`config.mk`:
```
export PLATFORM = sky130hd
export DESIGN_NAME = grcs_iter_unit
export DESIGN_NICKNAME = d
export VERILOG_FILES = /design/src/rtl/grcs_pkg.sv /design/src/rtl/grcs_iter_unit.sv
export SDC_FILE = /design/constraint.sdc
export NUM_CORES = 1
export LEC_CHECK = 0
export BUFFER_PORTS_ARGS = -buffer_cell sky130_fd_sc_hd__buf_2
export CAP_MARGIN = 20
export CORE_ASPECT_RATIO = 0.7
export CORE_MARGIN = 2
export CORE_UTILIZATION = 40
export CTS_BUF_LIST = sky130_fd_sc_hd__clkbuf_4 sky130_fd_sc_hd__clkbuf_8 sky130_fd_sc_hd__clkbuf_16
export CTS_CLUSTER_DIAMETER = 50
export DETAILED_ROUTE_END_ITERATION = 10
export HOLD_SLACK_MARGIN = 0.15
export PLACE_DENSITY_LB_ADDON = 0.2
export SLEW_MARGIN = 20
export SYNTH_ARGS = -nofsm -noshare
export SYNTH_HDL_FRONTEND = slang
export SYNTH_SLANG_ARGS = --single-unit
```
`constraint.sdc`:
```
create_clock -name clock -period 5.71 [get_ports clock]
set_input_delay 1.142 -clock clock [delete_from_list [all_inputs] [get_ports clock]]
set_output_delay 1.142 -clock clock [all_outputs]
set_load 0.02 [all_outputs]
```
`src/rtl/grcs_pkg.sv`:
```
package grcs_pkg;

   localparam logic CMD_START = 1'b0;
   localparam logic CMD_STEP  = 1'b1;

   localparam logic [30:0] GRID_RESET = 31'd65536;

   localparam int ROOT_STEPS = 32;
   localparam int DIV_STEPS  = 48;
   localparam int CNT_W      = 6;

   typedef struct packed {
      logic               command;
      logic signed [15:0] start_cell_x;
      logic signed [15:0] start_cell_y;
      logic signed [31:0] pos_x;
      logic signed [31:0] pos_z;
      logic signed [31:0] dir_x;
      logic signed [31:0] dir_z;
   } req_type;

   typedef struct packed {
      logic signed [15:0] cell_x;
      logic signed [15:0] cell_y;
      logic [31:0]        travel_distance;
   } rsp_type;

   typedef struct packed {
      logic go;
      logic root;
   } iter_ctl_type;

   typedef enum logic [4:0] {
      ST_IDLE,
      ST_SQ_X,
      ST_SQ_Z,
      ST_ROOT,
      ST_DIV_X,
      ST_DIV_Z,
      ST_INV_X,
      ST_INV_Z,
      ST_EDGE_X,
      ST_EDGE_Z,
      ST_EDGE_DONE,
      ST_CAND_X,
      ST_CAND_Z,
      ST_PICK,
      ST_MOVE_X,
      ST_MOVE_Z,
      ST_UPDATE,
      ST_RESULT
   } state_type;

   function automatic logic signed [31:0] sat32(input logic signed [63:0] v);
      logic signed [31:0] r;
      if (v > 64'sd2147483647) begin
         r = 32'sh7FFFFFFF;
      end else if (v < -64'sd2147483648) begin
         r = 32'sh80000000;
      end else begin
         r = v[31:0];
      end
      return r;
   endfunction

   function automatic logic [31:0] mag32(input logic signed [31:0] v);
      return v[31] ? (~v[31:0] + 32'd1) : v[31:0];
   endfunction

   function automatic logic [15:0] mag16(input logic signed [15:0] v);
      return v[15] ? (~v[15:0] + 16'd1) : v[15:0];
   endfunction

   // candidate distance from inv*edge product
   function automatic logic [31:0] cand(input logic signed [63:0] p, input logic live);
      logic [31:0] r;
      if (!live) begin
         r = 32'hFFFFFFFF;
      end else if (p[63] || p == 64'sd0) begin
         r = 32'h0;
      end else if (p[62:48] != 15'd0) begin
         r = 32'hFFFFFFFF;
      end else begin
         r = p[47:16];
      end
      return r;
   endfunction

endpackage

```
`src/rtl/grcs_iter_unit.sv`:
```
module grcs_iter_unit (
   input  logic                  clock,
   input  logic                  reset,
   input  grcs_pkg::iter_ctl_type ctl,
   input  logic [63:0]           num,
   input  logic [31:0]           den,
   output logic                  done,
   output logic [47:0]           result
);

   logic                       busy_ff, busy_in;
   logic                       done_ff, done_in;
   logic [grcs_pkg::CNT_W-1:0] cnt_ff, cnt_in;
   logic                       root_ff, root_in;
   logic [35:0]                rem_ff, rem_in;
   logic [63:0]                work_ff, work_in;
   logic [47:0]                res_ff, res_in;
   logic [31:0]                den_ff, den_in;

   logic [35:0] sh;
   logic [35:0] trial;
   logic [36:0] diff;
   logic        ge;

   // one restoring step: divide takes one numerator bit, root takes two
   always_comb begin
      sh    = root_ff ? {rem_ff[33:0], work_ff[63:62]} : {rem_ff[34:0], work_ff[63]};
      trial = root_ff ? {2'b00, res_ff[31:0], 2'b01} : {4'h0, den_ff};
      diff  = {1'b0, sh} - {1'b0, trial};
      ge    = !diff[36];
   end

   always_comb begin
      busy_in = busy_ff;
      done_in = 1'b0;
      cnt_in  = cnt_ff;
      root_in = root_ff;
      rem_in  = rem_ff;
      work_in = work_ff;
      res_in  = res_ff;
      den_in  = den_ff;
      if (ctl.go) begin
         busy_in = 1'b1;
         root_in = ctl.root;
         cnt_in  = ctl.root ? grcs_pkg::CNT_W'(grcs_pkg::ROOT_STEPS - 1)
                            : grcs_pkg::CNT_W'(grcs_pkg::DIV_STEPS - 1);
         rem_in  = '0;
         res_in  = '0;
         work_in = ctl.root ? num : {num[47:0], 16'h0};
         den_in  = den;
      end else if (busy_ff) begin
         rem_in  = ge ? diff[35:0] : sh;
         res_in  = {res_ff[46:0], ge};
         work_in = root_ff ? {work_ff[61:0], 2'b00} : {work_ff[62:0], 1'b0};
         cnt_in  = cnt_ff - 1'b1;
         if (cnt_ff == '0) begin
            busy_in = 1'b0;
            done_in = 1'b1;
         end
      end
   end

   always_ff @(posedge clock) begin
      if (reset) begin
         busy_ff <= 1'b0;
         done_ff <= 1'b0;
      end else begin
         busy_ff <= busy_in;
         done_ff <= done_in;
      end
   end

   always_ff @(posedge clock) begin
      cnt_ff  <= cnt_in;
      root_ff <= root_in;
      rem_ff  <= rem_in;
      work_ff <= work_in;
      res_ff  <= res_in;
      den_ff  <= den_in;
   end

   assign done   = done_ff;
   assign result = res_ff;

endmodule

```
==> impl_metrics.ini, run 1 <==
[hold_path]
hold_depth = 2
hold_end = rem_ff[34]
hold_class = flop to flop
hp-start = rem_ff[34]

[clock_network]
path_clk_slew_ps = 70
clockBufferDepth = 2
cts_sinks = 188
cts_root_buffer = clkbuf_16
cts_hold_buf = 0
cts_setup_buffers = 0
h-tree-depth = 4
clkLatencyLatePin_ps = 440
cts_inserted_buffers = 17
cts_tree = done
cts-resized-gates = 0

[drt]
dr.pass1.iters = 6
ant_nets = 0
drt-total-wl_mm = 27.38
drtIter0Drc = 560
vias_per_cell = 5.423
post_drt_wl_per_cell_um = 17.68
vias = 8400
drc = 0

[pwr]
ir_drop_mv = 0.2481
leakagePower_nw = 5.282
powerDensity_nw_per_um2 = 431.5

[cells_and_area]
area_delta_synth_final_pct = 14.95
finalNetCount = 1309
post-route-util_pct = 46.95
nFillCells = 2553
fin_cells = 1549
diodes = 0
multiInputGateArea_um2 = 5834
seq_area_um2 = 4798
drive_gt1_share_pct = 20.76

[logic_synthesis]
syn_nets = 1208
yosys_register_bits = 188
yosysTopAreaCell = edfxtp_1
synth_cells = 1071
synth_seq_area_share_pct = 43.63
synth_area_um2 = 10990
synth_commonest_cells = 155 x mux2i_1, 104 x nor2_1, 103 x edfxtp_1
synth_warnings = 0
synthArstFlopShare_pct = 0
synth_area_leaders = edfxtp_1 28%, dfxtp_1 15%, mux2i_1 14%, a211oi_1 4.8%, ha_1 4.1%
synth_edf_count = 103
synth_top_cell_area_share_pct = 28.15
synth_most_common_cell = mux2i_1
synth_cell_types = 69
synthFlopType = edfxtp_1
synth.avg_cell_area_um2 = 10.26

[floorplanning]
core_area_um2 = 26900
die-area_um2 = 28830
initial_utilization_pct = 40.85
placementRows = 50
die_height_um = 142.7
die_w_um = 202.1
io_pins = 149

[timing]
finClkSkew_ps = 12.78
timing.fmax_mhz = 230.8
tightest_slew_ps = 1081
max-slew-margin-rel_pct = 27.90
final-max-slew-violation-count = 0
min_period_over_period_pct = 75.89
setup_violations = 0
setup_tns_ps = 0
rsz0062_at_grt = no
hold_viol = 0
min_period_ps = 4334

[critical_path]
crit_path_end_kind = flop
worstPathArrival_ps = 4630
worstPathMaxFanout = 39
r2r-start = root_ff
path_class = flop to flop
critPathLaunchType = flop
rrSetupSlack_ps = 1380
r2r_end = rem_ff[13]
cp.required_ps = 6010
reg2reg_depth = 15

[place]
routabilityCongestion = 0.8506
dp_hpwl_mm = 19.11
dp.cells = 1517
port_buffers = 148

[run]
cap_violations = 0

[global_routing]
grt_max_degree = 113
grt_remaining_overflow = 0
first_global_vias = 7517
antenna_found_initial = 0
grt_usage_pct = 18.71
grt_pass1_wl_mm = 42.55

[run_status]
status = complete, no violations
## cells in the final DEF, fill, tap and decap left out, drive strengths merged, types with 5 or more instances in the layout
cell / Yosys / layout
nand4: 10 / 10
xnor2: 15 / 15
a21o: 21 / 21
inv: 9 / 10
or3: 5 / 5
nand2b: 11 / 11
edfxtp: 103 / 103
ha: 36 / 36
clkbuf: 45 / 24
nor2b: 53 / 53
a32oi: 6 / 6
nor2: 105 / 105
nand3: 8 / 8
xor2: 16 / 16
o21ai: 36 / 36
buf: 32 / 159
nand2: 40 / 40
dfxtp: 85 / 85
and2: 5 / 5
a31oi: 12 / 12
mux2i: 155 / 155
a211oi: 72 / 72
mux2: 35 / 35
o21bai: 7 / 7
a21oi: 91 / 91
nor3: 9 / 9
## sequential cells by signal, summed over array words and instances, names as in the netlist
name and cells:
busy_ff 1, cnt_ff 6, den_ff 32, done 1, rem_ff 35, result 48
root_ff 1, work_ff 64
## worst max path at each step
stage,from,endpoint
2_1_floorplan,root_ff,rem_ff[23]
3_3_place_gp,root_ff,rem_ff[13]
3_5_place_dp,root_ff,rem_ff[13]
4_1_cts,root_ff,rem_ff[13]
5_1_grt,root_ff,rem_ff[13]
6_report,root_ff,rem_ff[13]
## power by group
group	switching, mW	internal [mW]
logic	1.40	1.00
registers	0.105	1.61
clock network	0.530	0.802
## worst max-delay path, cell delays in order (launching register included)
cell and delay, ps:
edfxtp_1 390, buf_4 450, mux2i_1 300, ha_1 210, inv_1 60, fa_1 420
a211oi_2 300, o21ai_1 120, a22oi_2 190, a21oi_2 100, o311ai_1 290, and4b_2 490
buf_4 330, mux2_1 350, mux2i_1 140, nor2_1 50
## cells by family (layout without fill, tap and decap cells)
| kind of cell | count (synthesis) | after routing | share of synthesized area [%] |
|---|---|---|---|
| flops | 188 | 188 | 43.63 |
| mux | 190 | 190 | 17.71 |
| xor+xnor | 31 | 31 | 2.471 |
| fa+ha+maj | 37 | 37 | 4.281 |
| buf+inv | 86 | 200 | 3.279 |
| compound gates | 274 | 274 | 16.62 |
| simple gates | 265 | 265 | 12.00 |
## metal layers
layer	vias up	GRT usage, %	wire [µm]	share of wire (%)
li1	4209	-	-	-
met1	4008	30.96	15230	56
met2	170	24.24	10730	39
met3	13	3.537	1232	4.5
met4	0	3.919	191	0.70
met5	-	0	0	0
## per-stage QoR
| stage | hold WS [ps] | instance area, µm² | setup WS, ps | total power [mW] |
|---|---|---|---|---|
| floorplan | 448.5 | 10990 | 1567 | 3.639 |
| global placement | 460.8 | 11960 | 1439 | 4.090 |
| detailed placement | 474.6 | 11960 | 1341 | 4.110 |
| CTS | 485.1 | 12630 | 1332 | 5.462 |
| global route | 504.7 | 12630 | 957.9 | 5.811 |
| finish | 490.2 | 12630 | 1376 | 5.450 |
## area by class of cell
| class | count | share of cell area, % |
|---|---|---|
| flip-flops and latches | 188 | 37.99 |
| multi-input cells | 797 | 46.19 |
| inverters | 9 | 0.2675 |
| well taps | 364 | 3.606 |
| clock inverters | 8 | 0.9807 |
| repair buffers | 159 | 6.667 |
| clock buffers | 24 | 4.299 |
No activity file was read; power rests on OpenSTA's default activity.
==> run 2, diff against run 1 <==
--- a/config.mk
+++ b/config.mk
@@ -5,6 +5,7 @@
 export SDC_FILE = /design/constraint.sdc
 export NUM_CORES = 1
 export LEC_CHECK = 0
+export ABC_AREA = 1
 export BUFFER_PORTS_ARGS = -buffer_cell sky130_fd_sc_hd__buf_2
 export CAP_MARGIN = 20
 export CORE_ASPECT_RATIO = 0.7
==> constraint.sdc (replaced) <==
create_clock -name clock -period 4.3 [get_ports clock]
set_input_delay 0.86 -clock clock [delete_from_list [all_inputs] [get_ports clock]]
set_output_delay 0.86 -clock clock [all_outputs]
set_load 0.02 [all_outputs]
==> impl_metrics.ini, run 2 <==
[cells_and_area]
post-route-util_pct = 46.93
final_cell_mix = 456 x nand2_1, 245 x inv_1, 147 x buf_2
drive_gt1_share_pct = 15.31
seq_area_um2 = 4795
largest_register_ffs = 64
fin_cells = 2045
area_delta_synth_final_pct = 14.43
multiInputGateArea_um2 = 5455
design_area_um2 = 13150
nFillCells = 2847
layout_commonest_cell = nand2_1
finalNetCount = 1796
top_register = work_ff

[global_routing]
grt_usage_pct = 23.47
first_global_vias = 10072
grt_max_degree = 112
antenna_found_initial = 3
grt_pass1_wl_mm = 55.16
grt_remaining_overflow = 0

[drt]
drtIter0Drc = 962
vias = 10744
vias_per_cell = 5.254
dr.pass1.iters = 6
post_drt_wl_per_cell_um = 17.00
drt-total-wl_mm = 34.76
ant_nets = 0
drc = 0

[critical_path]
critPathSlowestCell = ha_1
worstPathArrival_ps = 4230
worstPathMaxFanout = 111
worstPathCellList = buf_12, o21ai_0, ha_1, nand2_1, nor2_1, nand2_2, nor3_4, nand3_4, nand3_4, buf_4, nand3_1, nand2_1, nand2_1, nand2_1
cpPeakStageDelay_ps = 450
crit_path_end_kind = flop
critPathLaunchType = flop
cp_common_cell = nand2_1
path_class = flop to flop
cp.required_ps = 4700
cp.buffers_inverters = 2
cpLargestDelayFamily = simple AND/OR/NAND/NOR gates

[place]
dp.cells = 2011
port_buffers = 148
dp_hpwl_mm = 25.08
dpl_cell_area_um2 = 12550
routabilityCongestion = 1.056

[timing]
setup_tns_ps = 0
hold_viol = 0
timing.fmax_mhz = 261.1
finClkSkew_ps = 11.56
setup_violations = 0
max-slew-margin-rel_pct = 31.62
min_period_over_period_pct = 89.07
hold_slack_ps = 454.6
min_period_ps = 3830
final-max-slew-violation-count = 0
tightest_slew_ps = 1026
rsz0062_at_grt = no

[clock_network]
cts_tree = done
cts_setup_buffers = 0
clkLatencyLatePin_ps = 460
path_clk_slew_ps = 70
cts_root_buffer = clkbuf_16
cts-resized-gates = 0
h-tree-depth = 4
clockBufferDepth = 2
cts_sinks = 188
cts_hold_buf = 0
cts_inserted_buffers = 17

[logic_synthesis]
synth.avg_cell_area_um2 = 7.422
synth_seq_area_share_pct = 41.73
yosys_register_bits = 188
yosysTopAreaCell = edfxtp_1
synth_cells = 1548
synthArstFlopShare_pct = 0
syn_nets = 1685
synth_edf_count = 103
synth_top_cell_area_share_pct = 26.92
synth_area_um2 = 11490
synth_commonest_cells = 457 x nand2_1, 245 x inv_1, 103 x edfxtp_1
synth_area_leaders = edfxtp_1 27%, nand2_1 15%, dfxtp_1 15%, inv_1 8.0%, ha_1 3.9%
synth_warnings = 0
synth_most_common_cell = nand2_1
synth_cell_types = 38
synthFlopType = edfxtp_1

[floorplanning]
initial_utilization_pct = 41.02
die_height_um = 145.8
die_w_um = 206.6
io_pins = 149
die-area_um2 = 30120
core_area_um2 = 28010
placementRows = 51

[pwr]
ir_drop_mv = 0.2575
leakagePower_nw = 6.304
powerDensity_nw_per_um2 = 542.8

[run_status]
status = complete, no violations

[run]
cap_violations = 0

[hold_path]
hold_class = flop to flop
## run 2: cell count changes in the layout (fill, tap and decap cells not counted), moves of 37 or more
cell	previous run	this run
o21ai_0	26	66
a21oi_1	87	31
inv_1	8	245
o22ai_1	0	47
mux2i_1	155	14
o221ai_1	0	47
nand3_1	7	77
a211oi_1	70	0
nand2_1	40	456
or2_2	2	39
nor2b_1	53	0
## run 2: final timing paths
path	to	slack, ps	start	cells past startpoint
max reg2reg	rem_ff[17]	470	root_ff	14
min reg2reg	rem_ff[11]	450	rem_ff[11]	2
min	rem_ff[11]	450	rem_ff[11]	2
max	rem_ff[17]	470	root_ff	14
## run 2: final cells by class
type	instances	share of cell area [%]
flip-flops and latches	188	36.47
clock inverters	14	1.209
inverters	252	7.214
repair buffers	164	6.757
well taps	371	3.531
diodes	2	0.03807
clock buffers	18	3.293
multi-input cells	1036	41.49
## run 2: power breakdown
part | switching, mW | internal, mW
Combinational | 2.15 | 1.05
Sequential | 0.137 | 2.16
Clock | 0.758 | 0.877
Total | 3.04 | 4.09
## run 2: routing by layer
metal | wire (µm) | part of all wire [%] | GRT usage, %
met3 | 3240 | 9.3 | 5.979
met5 | 13 | 0.037 | 0
met1 | 17500 | 50 | 36.68
met4 | 468 | 1.3 | 5.821
met2 | 13530 | 39 | 31.52
## run 2: kinds of logic (layout without fill, tap and decap cells)
kind of cell,Yosys count,after routing,synth area share [%]
mux,14,14,1.220
compound gates,263,263,14.95
other cells,0,2,0
flops,188,188,41.73
buf+inv,324,448,10.84
simple gates,706,706,25.95
xor+xnor,16,16,1.220
fa+ha+maj,37,37,4.095
## run 2: per-stage QoR
| step | worst slack [ps] | power [mW] |
|---|---|---|
| final | 469.8 | 7.137 |
| after global routing | 173.1 | 7.690 |
| after CTS | 532.9 | 7.126 |
| after detailed placement | 544.2 | 5.468 |
| after global placement | 599.4 | 5.473 |
| after floorplan | 443.6 | 4.687 |
## run 2: worst min-delay path: cells and delay by family, from the launching register on
family	cells	cell delay, ps
flip-flops	1	310
AND/OR/NAND/NOR	2	100
